===== config.mk =====
export PLATFORM = sky130hd
export DESIGN_NAME = multi_stack_shared_buffer_unit
export DESIGN_NICKNAME = d
export VERILOG_FILES = /design/src/mssb_pkg.sv /design/src/mssb_ram.sv /design/src/multi_stack_shared_buffer_unit.sv
export SDC_FILE = /design/constraint.sdc
export NUM_CORES = 2
export LEC_CHECK = 0
export ABC_AREA = 0
export BUFFER_PORTS_ARGS = -buffer_cell sky130_fd_sc_hd__buf_2
export CORE_ASPECT_RATIO = 1.2
export CORE_MARGIN = 2
export CORE_UTILIZATION = 25
export CTS_CLUSTER_SIZE = 10
export DETAILED_ROUTE_END_ITERATION = 16
export GPL_ROUTABILITY_DRIVEN = 0
export HOLD_SLACK_MARGIN = 0.08
export MAX_ROUTING_LAYER = met4
export PLACE_DENSITY_LB_ADDON = 0.15
export SLEW_MARGIN = 15
export SYNTH_ARGS = -nofsm -noshare
export SYNTH_HDL_FRONTEND = slang
export SYNTH_SLANG_ARGS = --single-unit
export TNS_END_PERCENT = 20

===== constraint.sdc =====
create_clock -name i_clk -period 12.84 [get_ports i_clk]
set_input_delay 2.568 -clock i_clk [delete_from_list [all_inputs] [get_ports i_clk]]
set_output_delay 2.568 -clock i_clk [all_outputs]
set_load 0.1 [all_outputs]

===== src/mssb_pkg.sv =====
// shared types and constants for the multi stack shared buffer unit
// no dependencies; used by the top module, the checker and the testbench
package mssb_pkg;

    localparam int NUM_STACKS  = 4;
    localparam int STORE_DEPTH = 64;

    localparam int SEL_W  = 2;
    localparam int DATA_W = 32;
    localparam int STS_W  = 2;
    localparam int IDX_W  = $clog2(STORE_DEPTH);
    // one extra bit so that STORE_DEPTH itself can stand for null
    localparam int LINK_W = IDX_W + 1;
    localparam int WORD_W = LINK_W + DATA_W;

    localparam logic [LINK_W-1:0] NIL = LINK_W'(STORE_DEPTH);

    localparam logic MODE_PUSH = 1'b0;
    localparam logic MODE_POP  = 1'b1;

    localparam logic [STS_W-1:0] STS_DONE  = 2'd0;
    localparam logic [STS_W-1:0] STS_FULL  = 2'd1;
    localparam logic [STS_W-1:0] STS_EMPTY = 2'd2;

    typedef enum logic {
        ST_IDLE,
        ST_EXEC
    } t_state;

    typedef struct packed {
        logic                     mode;
        logic [SEL_W-1:0]         stack_sel;
        logic signed [DATA_W-1:0] push_value;
    } t_in_word;

    typedef struct packed {
        logic [STS_W-1:0]         status;
        logic signed [DATA_W-1:0] pop_value;
    } t_out_word;

endpackage


===== src/mssb_ram.sv =====
// generic simple dual port ram, one write and one registered read port
// no dependencies
module mssb_ram #(
    parameter int WIDTH = 8,
    parameter int DEPTH = 16
) (
    input  logic                     i_clk,
    input  logic                     i_we,
    input  logic [$clog2(DEPTH)-1:0] i_waddr,
    input  logic [WIDTH-1:0]         i_wdata,
    input  logic                     i_re,
    input  logic [$clog2(DEPTH)-1:0] i_raddr,
    output logic [WIDTH-1:0]         o_rdata
);

    logic [WIDTH-1:0] r_mem [DEPTH];
    logic [WIDTH-1:0] r_rdata;

    always_ff @(posedge i_clk) begin
        if (i_we) begin
            r_mem[i_waddr] <= i_wdata;
        end
    end

    always_ff @(posedge i_clk) begin
        if (i_re) begin
            r_rdata <= r_mem[i_raddr];
        end
    end

    assign o_rdata = r_rdata;

endmodule


===== src/multi_stack_shared_buffer_unit.sv =====
// Several LIFO stacks that share one store of linked entries.
// Input channel (i_in_valid / o_in_stall / i_in_data): one word per push or
// pop, addressed to a stack by stack_sel. Output channel (o_out_valid /
// i_out_stall / o_out_data): one word per input word, in order, carrying a
// status and, for a successful pop, the popped value.
// A result enters the output register with the write back of its word.
// Words are handled one at a time; the accept cycle reads the entry and
// its link from the store, the execute state then writes the store back and the
// stack pointers, and a new word is only taken after that write back.
// While a result waits under i_out_stall the next input word is still
// taken and read; its write back waits until the output register frees.
// Entries are handed out first from a free list of returned ones, then
// from a count of never used entries, so the store needs no clearing.
// Reset (i_rst_n low at a clock edge) empties every stack, frees every
// entry and drops any pending result; input is taken from the next cycle.
// Depends on mssb_pkg and mssb_ram.
module multi_stack_shared_buffer_unit (
    input  logic               i_clk,
    input  logic               i_rst_n,
    input  logic               i_in_valid,
    output logic               o_in_stall,
    input  mssb_pkg::t_in_word i_in_data,
    output logic                o_out_valid,
    input  logic                i_out_stall,
    output mssb_pkg::t_out_word o_out_data
);

    mssb_pkg::t_state r_state, n_state;

    logic [mssb_pkg::LINK_W-1:0] r_top [mssb_pkg::NUM_STACKS];
    logic [mssb_pkg::LINK_W-1:0] r_free_head, n_free_head;
    logic [mssb_pkg::LINK_W-1:0] r_fresh, n_fresh;

    // item latched at accept
    logic                        r_mode;
    logic [mssb_pkg::SEL_W-1:0]  r_sel;
    logic [mssb_pkg::DATA_W-1:0] r_val;
    logic [mssb_pkg::IDX_W-1:0]  r_idx;
    logic                        r_recycled;
    logic [mssb_pkg::STS_W-1:0]  r_status;

    logic                r_out_valid;
    mssb_pkg::t_out_word r_out_data;

    logic                        in_acc;
    logic                        sel_ok;
    logic [mssb_pkg::LINK_W-1:0] top_sel;
    logic                        have_recycled;
    logic                        have_fresh;
    logic [mssb_pkg::LINK_W-1:0] acc_idx;
    logic [mssb_pkg::STS_W-1:0]  acc_status;

    logic                        out_free;
    logic                        exec_go;
    logic                        ok;
    logic                        mem_we;
    logic [mssb_pkg::WORD_W-1:0] mem_wdata;
    logic [mssb_pkg::WORD_W-1:0] mem_rdata;
    logic [mssb_pkg::LINK_W-1:0] rd_link;
    logic [mssb_pkg::LINK_W-1:0] rd_link_cl;
    logic                        top_we;
    logic [mssb_pkg::LINK_W-1:0] top_wval;
    logic [mssb_pkg::DATA_W-1:0] pop_bits;

    assign o_in_stall = (r_state != mssb_pkg::ST_IDLE);
    assign in_acc     = i_in_valid && !o_in_stall;

    // decisions and read address at accept time
    always_comb begin
        sel_ok        = (int'(i_in_data.stack_sel) < mssb_pkg::NUM_STACKS);
        top_sel       = sel_ok ? r_top[i_in_data.stack_sel] : mssb_pkg::NIL;
        have_recycled = (r_free_head < mssb_pkg::NIL);
        have_fresh    = (r_fresh < mssb_pkg::NIL);
        if (i_in_data.mode == mssb_pkg::MODE_PUSH) begin
            acc_idx    = have_recycled ? r_free_head : r_fresh;
            acc_status = (sel_ok && (have_recycled || have_fresh)) ?
                         mssb_pkg::STS_DONE : mssb_pkg::STS_FULL;
        end else begin
            acc_idx    = top_sel;
            acc_status = (top_sel < mssb_pkg::NIL) ?
                         mssb_pkg::STS_DONE : mssb_pkg::STS_EMPTY;
        end
    end

    mssb_ram #(
        .WIDTH (mssb_pkg::WORD_W),
        .DEPTH (mssb_pkg::STORE_DEPTH)
    ) u_store (
        .i_clk   (i_clk),
        .i_we    (mem_we),
        .i_waddr (r_idx),
        .i_wdata (mem_wdata),
        .i_re    (in_acc),
        .i_raddr (acc_idx[mssb_pkg::IDX_W-1:0]),
        .o_rdata (mem_rdata)
    );

    assign rd_link    = mem_rdata[mssb_pkg::WORD_W-1:mssb_pkg::DATA_W];
    assign rd_link_cl = (rd_link < mssb_pkg::NIL) ? rd_link : mssb_pkg::NIL;
    assign out_free   = !r_out_valid || !i_out_stall;

    // next state
    always_comb begin
        n_state = r_state;
        unique case (r_state)
            mssb_pkg::ST_IDLE: begin
                if (in_acc) begin
                    n_state = mssb_pkg::ST_EXEC;
                end
            end
            mssb_pkg::ST_EXEC: begin
                if (out_free) begin
                    n_state = mssb_pkg::ST_IDLE;
                end
            end
            default: n_state = mssb_pkg::ST_IDLE;
        endcase
    end

    // write back and pointer updates
    always_comb begin
        exec_go     = (r_state == mssb_pkg::ST_EXEC) && out_free;
        ok          = (r_status == mssb_pkg::STS_DONE);
        mem_we      = 1'b0;
        mem_wdata   = mem_rdata;
        top_we      = 1'b0;
        top_wval    = rd_link_cl;
        n_free_head = r_free_head;
        n_fresh     = r_fresh;
        pop_bits    = '0;
        if (exec_go && ok) begin
            mem_we = 1'b1;
            top_we = 1'b1;
            if (r_mode == mssb_pkg::MODE_PUSH) begin
                mem_wdata = {r_top[r_sel], r_val};
                top_wval  = {1'b0, r_idx};
                if (r_recycled) begin
                    n_free_head = rd_link_cl;
                end else begin
                    n_fresh = r_fresh + 1'b1;
                end
            end else begin
                // freed entry goes to the head of the free list
                mem_wdata   = {r_free_head, mem_rdata[mssb_pkg::DATA_W-1:0]};
                top_wval    = rd_link_cl;
                n_free_head = {1'b0, r_idx};
                pop_bits    = mem_rdata[mssb_pkg::DATA_W-1:0];
            end
        end
    end

    always_ff @(posedge i_clk) begin
        if (!i_rst_n) begin
            r_state     <= mssb_pkg::ST_IDLE;
            r_free_head <= mssb_pkg::NIL;
            r_fresh     <= '0;
            r_out_valid <= 1'b0;
            for (int i = 0; i < mssb_pkg::NUM_STACKS; i++) begin
                r_top[i] <= mssb_pkg::NIL;
            end
        end else begin
            r_state     <= n_state;
            r_free_head <= n_free_head;
            r_fresh     <= n_fresh;
            if (top_we) begin
                r_top[r_sel] <= top_wval;
            end
            if (exec_go) begin
                r_out_valid <= 1'b1;
            end else if (!i_out_stall) begin
                r_out_valid <= 1'b0;
            end
        end
    end

    always_ff @(posedge i_clk) begin
        if (in_acc) begin
            r_mode     <= i_in_data.mode;
            r_sel      <= i_in_data.stack_sel;
            r_val      <= i_in_data.push_value;
            r_idx      <= acc_idx[mssb_pkg::IDX_W-1:0];
            r_recycled <= have_recycled;
            r_status   <= acc_status;
        end
        if (exec_go) begin
            r_out_data.status    <= r_status;
            r_out_data.pop_value <= $signed(pop_bits);
        end
    end

    assign o_out_valid = r_out_valid;
    assign o_out_data  = r_out_data;

`ifndef ASSERT_OFF
    // a recycled entry was always handed out from the fresh count before
    a_free_below_fresh: assert property (@(posedge i_clk) disable iff (!i_rst_n)
        (r_free_head < mssb_pkg::NIL) |-> (r_free_head < r_fresh))
        else $error("free list head points at a never used entry");

    a_fresh_bound: assert property (@(posedge i_clk) disable iff (!i_rst_n)
        r_fresh <= mssb_pkg::NIL)
        else $error("fresh entry count beyond store depth");

    // the execute cycle only follows an accept or a held execute cycle
    a_exec_origin: assert property (@(posedge i_clk) disable iff (!i_rst_n)
        (r_state == mssb_pkg::ST_EXEC) |->
        $past(in_acc || (r_state == mssb_pkg::ST_EXEC)))
        else $error("execute cycle without an accepted word");

    // a refused word never touches the store
    a_refused_no_write: assert property (@(posedge i_clk) disable iff (!i_rst_n)
        (r_state == mssb_pkg::ST_EXEC && r_status != mssb_pkg::STS_DONE) |-> !mem_we)
        else $error("store written for a refused word");
`endif

endmodule


==> flow_summary.html <==
<table>
<tr><th>Metric</th><th>Value</th></tr>
<tr><th colspan="2">Critical path</th></tr>
<tr><td>Endpoint kind of the worst setup timing path</td><td>flop</td></tr>
<tr><td>Worst reg2reg path endpoint</td><td>u_store.o_rdata[20]</td></tr>
<tr><td>CP top delay family</td><td>buffers and inverters</td></tr>
<tr><td>Critical path's slowest cell</td><td>sky130_fd_sc_hd__buf_4</td></tr>
<tr><td>Worst EP required</td><td>13610 ps</td></tr>
<tr><td>Cell-by-cell trace of the critical path</td><td>buf_2 &gt; mux2i_1 &gt; a22oi_1 &gt; nand2_4 &gt; inv_8 &gt; buf_4 &gt; buf_4 &gt; a21oi_1 &gt; a211o_1 &gt; a31oi_1 &gt; o22a_1</td></tr>
<tr><td>Buffers and inverters on the worst path</td><td>4</td></tr>
<tr><td>Origin of the critical flop-to-flop path</td><td>r_free_head[6]</td></tr>
<tr><td>Critical Path Source Type</td><td>input pin</td></tr>
<tr><td>Worst EP arrival</td><td>7650 ps</td></tr>
<tr><td>Depth of the worst register-to-register path</td><td>10</td></tr>
<tr><td>Max incr delay on CP</td><td>860 ps</td></tr>
<tr><td>Crit path max fanout</td><td>85</td></tr>
<tr><td>Reg-to-reg slack, setup</td><td>7190 ps</td></tr>
<tr><td>CP dominant cell by count</td><td>sky130_fd_sc_hd__buf_4</td></tr>
<tr><td>Class of the most critical setup path</td><td>in -&gt; reg</td></tr>
<tr><th colspan="2">STA</th></tr>
<tr><td>WHS</td><td>528 ps</td></tr>
<tr><td>Slew at the pin closest to its max-slew limit</td><td>1170 ps</td></tr>
<tr><td>Clock Skew</td><td>57.8 ps</td></tr>
<tr><td>Minimum period implied by the final worst setup slack</td><td>6880 ps</td></tr>
<tr><td>Fin Setup TNS</td><td>0 ps</td></tr>
<tr><td>Max_slew headroom</td><td>21.7%</td></tr>
<tr><td>Setup repair after global routing missed its margin</td><td>no</td></tr>
<tr><td>Number of hold-slack violations in the final timing report</td><td>0</td></tr>
<tr><td>Final Max Tran Viols</td><td>0</td></tr>
<tr><td>Worst path setup slack after routing</td><td>5960 ps</td></tr>
<tr><td>Highest clock frequency the design can meet</td><td>145 MHz</td></tr>
<tr><td>Tcrit/Tclk final</td><td>53.6%</td></tr>
<tr><td>Setup Viol. Count Final</td><td>0</td></tr>
<tr><th colspan="2">Detailed routing</th></tr>
<tr><td>Met2 wire len</td><td>172 mm</td></tr>
<tr><td>DR DRC count</td><td>0</td></tr>
<tr><td>Vias</td><td>56592</td></tr>
<tr><td>Uppermost layer routed</td><td>met4</td></tr>
<tr><td>Routed met3 length</td><td>14.5 mm</td></tr>
<tr><td>Vias per inst</td><td>4.78</td></tr>
<tr><td>Number of iterations in the first detailed-routing pass</td><td>5</td></tr>
<tr><td>Final routed wire length divided by cell count</td><td>29.1 um</td></tr>
<tr><td>DRC violation total after the first TritonRoute iteration</td><td>4858</td></tr>
<tr><td>M1 wire length</td><td>151 mm</td></tr>
<tr><td>Number of routed nets with antenna violations</td><td>0</td></tr>
<tr><td>Wire length after detailed routing</td><td>344 mm</td></tr>
<tr><th colspan="2">Floorplanning</th></tr>
<tr><td>Area enclosed by the die boundary</td><td>424000 sq um</td></tr>
<tr><td>Horiz. Die Dim</td><td>594 um</td></tr>
<tr><td>Die height</td><td>713 um</td></tr>
<tr><td>Initial Utilization</td><td>25.1%</td></tr>
<tr><td>Number of core rows</td><td>260</td></tr>
<tr><td>Top-Level Pins</td><td>75</td></tr>
<tr><td>Floorplan core area</td><td>417000 sq um</td></tr>
<tr><th colspan="2">Global route</th></tr>
<tr><td>Number of global-route vias before repair</td><td>57049</td></tr>
<tr><td>Antenna violations before repair</td><td>15</td></tr>
<tr><td>Pin count of the biggest net entering global routing</td><td>143</td></tr>
<tr><td>Global-route usage over all layers</td><td>16.3%</td></tr>
<tr><td>Global-route wire length before repair</td><td>476 mm</td></tr>
<tr><td>Global route overflow</td><td>0</td></tr>
<tr><th colspan="2">Logic synthesis</th></tr>
<tr><td>Adder and majority gate portion of the synthesized area</td><td>0.0120%</td></tr>
<tr><td>Fraction of synthesis flops using an asynchronous set or reset pin</td><td>0%</td></tr>
<tr><td>Post-synthesis share of cell area spent on xor and xnor gates</td><td>0.0419%</td></tr>
<tr><td>Average size of a mapped cell</td><td>17.5 sq um</td></tr>
<tr><td>Number of enable flip-flop cells after synthesis</td><td>2641</td></tr>
<tr><td>Share of the synthesized area in compound gates (AO/OA/AOI/OAI)</td><td>8.35%</td></tr>
<tr><td>Sequential share of the synthesized area</td><td>76.2%</td></tr>
<tr><td>Number of library cell types mapped by synthesis</td><td>57</td></tr>
<tr><td>Post-Syn Instances</td><td>5985</td></tr>
<tr><td>Mux share of post-synthesis cell area</td><td>8.81%</td></tr>
<tr><td>Synthesized-area fraction occupied by and/or/nand/nor cells</td><td>4.59%</td></tr>
<tr><td>Commonest register cell after synthesis</td><td>sky130_fd_sc_hd__edfxtp_1</td></tr>
<tr><td>Flip-flop and latch count after synthesis</td><td>2659</td></tr>
<tr><td>Largest family of logic cells by synthesized area</td><td>multiplexers</td></tr>
<tr><td>Net Count, Synth</td><td>6025</td></tr>
<tr><td>Cell area after technology mapping</td><td>105000 sq um</td></tr>
<tr><td>Warning count from the yosys run</td><td>0</td></tr>
<tr><th colspan="2">CTS</th></tr>
<tr><td>Hold buffers post-CTS</td><td>0</td></tr>
<tr><td>Root buffer cell</td><td>sky130_fd_sc_hd__clkbuf_16</td></tr>
<tr><td>Number of buffers inserted by post-CTS setup repair</td><td>0</td></tr>
<tr><td>Number of resized instances in the post-cts repair step</td><td>0</td></tr>
<tr><td>Clock sink total</td><td>2659</td></tr>
<tr><td>Clock tree from TritonCTS</td><td>yes</td></tr>
<tr><td>CTS H-tree depth</td><td>5</td></tr>
<tr><td>Clock buffers created by TritonCTS</td><td>321</td></tr>
<tr><td>Maximum root-to-sink buffer count</td><td>4</td></tr>
<tr><td>Clock Latency Late Sink</td><td>930 ps</td></tr>
<tr><td>Clock slew at reported path FFs</td><td>60 ps</td></tr>
<tr><th colspan="2">Layout</th></tr>
<tr><td>Final net count</td><td>6216</td></tr>
<tr><td>Final cell area excluding filler cells</td><td>121000 sq um</td></tr>
<tr><td>Area growth from synthesis to final layout</td><td>15.9%</td></tr>
<tr><td>Share of final-layout standard cells stronger than drive strength 1</td><td>15.6%</td></tr>
<tr><td>FILL cells</td><td>41269</td></tr>
<tr><td>Commonest non-fill, non-tap cell in the layout</td><td>sky130_fd_sc_hd__edfxtp_1</td></tr>
<tr><td>Most used cells in the layout excluding fill and tap cells</td><td>sky130_fd_sc_hd__edfxtp_1, sky130_fd_sc_hd__mux2i_1, sky130_fd_sc_hd__a21oi_1, sky130_fd_sc_hd__clkbuf_16, sky130_fd_sc_hd__a22oi_1</td></tr>
<tr><th colspan="2">Power</th></tr>
<tr><td>Power density normalized to cell area</td><td>163 nW/um^2</td></tr>
<tr><td>Power, Total</td><td>19.7 mW</td></tr>
<tr><td>Maximum vdd ir drop</td><td>92.2 uV</td></tr>
<tr><td>Leakage power figure</td><td>37.9 nW</td></tr>
<tr><th colspan="2">Hold path</th></tr>
<tr><td>End point of the most critical hold path</td><td>o_out_data[32]</td></tr>
<tr><td>Worst hold path depth</td><td>0</td></tr>
<tr><td>Class of the tightest hold or removal check</td><td>reg -&gt; reg</td></tr>
<tr><td>Hold path startpoint</td><td>r_status[0]</td></tr>
<tr><th colspan="2">Flow run</th></tr>
<tr><td>Max Cap Viol</td><td>0</td></tr>
<tr><th colspan="2">Placed design</th></tr>
<tr><td>Count of buffers inserted at the top-level ports</td><td>74</td></tr>
<tr><td>HPWL after detailed placement</td><td>186 mm</td></tr>
<tr><td>DP Area</td><td>112000 sq um</td></tr>
<tr><td>Worst setup timing slack at the placement stage</td><td>4870 ps</td></tr>
<tr><th colspan="2">Run status</th></tr>
<tr><td>Result of the run</td><td>finished, final reports clean</td></tr>
</table>
-- power breakdown --
| part | switching (mW) | leakage (nW) | internal [mW] | total (mW) |
|---|---|---|---|---|
| Combinational | 1.23 | 9.54 | 0.449 | 1.68 |
| Clock | 3.48 | 4.37 | 4.69 | 8.17 |
| Sequential | 0.0582 | 23.9 | 9.83 | 9.89 |
| Total | 4.76 | 37.9 | 15.0 | 19.7 |
-- stage by stage --
stage,instances,util [%]
floorplan,5985,-
global placement,11347,26.9
detailed placement,11355,26.9
CTS,11829,29.1
global route,11830,29.1
finish,11833,29.1
-- metal layers --
layer,GRT usage [%],up-vias
met5,-,-
met4,3.37,0
met3,2.00,402
met2,27.5,1363
met1,21.1,30499
li1,-,24328
-- state kept, by name, summed over array words and instances (netlist names), named ones only --
name	cells
o_out_data	34
r_fresh	7
u_store.r_mem	2496
r_mode	1
r_idx	6
r_status	2
r_free_head	7
u_store.o_rdata	39
r_top	28
o_in_stall	1
r_val	32
r_recycled	1
o_out_valid	1
r_sel	2
-- logic make-up after synthesis --
| logic type | after synthesis |
|---|---|
| buffers and inverters | 424 |
| AND/OR/NAND/NOR | 918 |
| AO/OA/AOI/OAI | 1274 |
| XOR/XNOR | 5 |
| adder cells (fa/ha/maj) | 1 |
| multiplexers | 704 |
| flip-flops | 2659 |
-- worst max-delay path by stage --
stage	from	endpoint	slack, ps	cells past startpoint
after floorplan	i_out_stall	u_store.r_mem[0][35]	3330	4
after global placement	i_in_data[33]	u_store.o_rdata[1]	4210	12
after detailed placement	i_in_data[33]	u_store.o_rdata[20]	4870	11
after CTS	i_in_data[33]	u_store.o_rdata[20]	5860	11
after global routing	i_in_data[33]	u_store.o_rdata[15]	5700	12
final	i_in_data[33]	u_store.o_rdata[20]	5960	11
-- Yosys cell counts, drive strengths merged (3+ instances only) --
master  count  area share (%)
edfxtp   2641              76
mux2i     465             4.5
a21oi     390             1.9
a22oi     271             1.9
nand2b    235             1.4
clkbuf    219            0.79
nand2     193            0.70
buf       190             1.2
nor2      171            0.62
mux4      166             3.6
nor2b     164            0.98
a211oi    157             1.1
a211o     152             1.3
o21ai      88            0.42
mux2       73            0.79
nand3      47            0.23
nand4      42            0.25
a221oi     39            0.33
a32oi      39            0.33
a31oi      38            0.23
o221ai     38            0.32
o22a       38            0.32
and3       33            0.20
dfxtp      18            0.34
inv        14           0.050
and2        9           0.054
o211a       7           0.067
or2         6           0.036
a21o        5           0.036
nand3b      5           0.036
nand4b      3           0.025
nor3        3           0.014
or3         3           0.018
xnor2       3           0.025
-- layout make-up --
type / instances / area (sq um) / share of cell area [%]
multi-input cells: 2902 / 23500 / 19.4
repair buffers: 277 / 2070 / 1.71
diodes: 4 / 10.0 / 0.00826
well taps: 5502 / 6880 / 5.68
clock buffers: 423 / 8630 / 7.12
inverters: 15 / 83.8 / 0.0691
flip-flops and latches: 2659 / 79700 / 65.7
clock inverters: 51 / 372 / 0.306
-- worst reg2reg max path, cell delays in order, from the launching register on --
cell	delay (ps)
sky130_fd_sc_hd__dfxtp_1	640
sky130_fd_sc_hd__mux2i_1	180
sky130_fd_sc_hd__a22oi_1	310
sky130_fd_sc_hd__nand2_4	320
sky130_fd_sc_hd__inv_8	660
sky130_fd_sc_hd__buf_4	880
sky130_fd_sc_hd__buf_4	920
sky130_fd_sc_hd__a21oi_1	210
sky130_fd_sc_hd__a211o_1	330
sky130_fd_sc_hd__a31oi_1	830
sky130_fd_sc_hd__o22a_1	220
No activity file was read; power rests on OpenSTA's default activity.
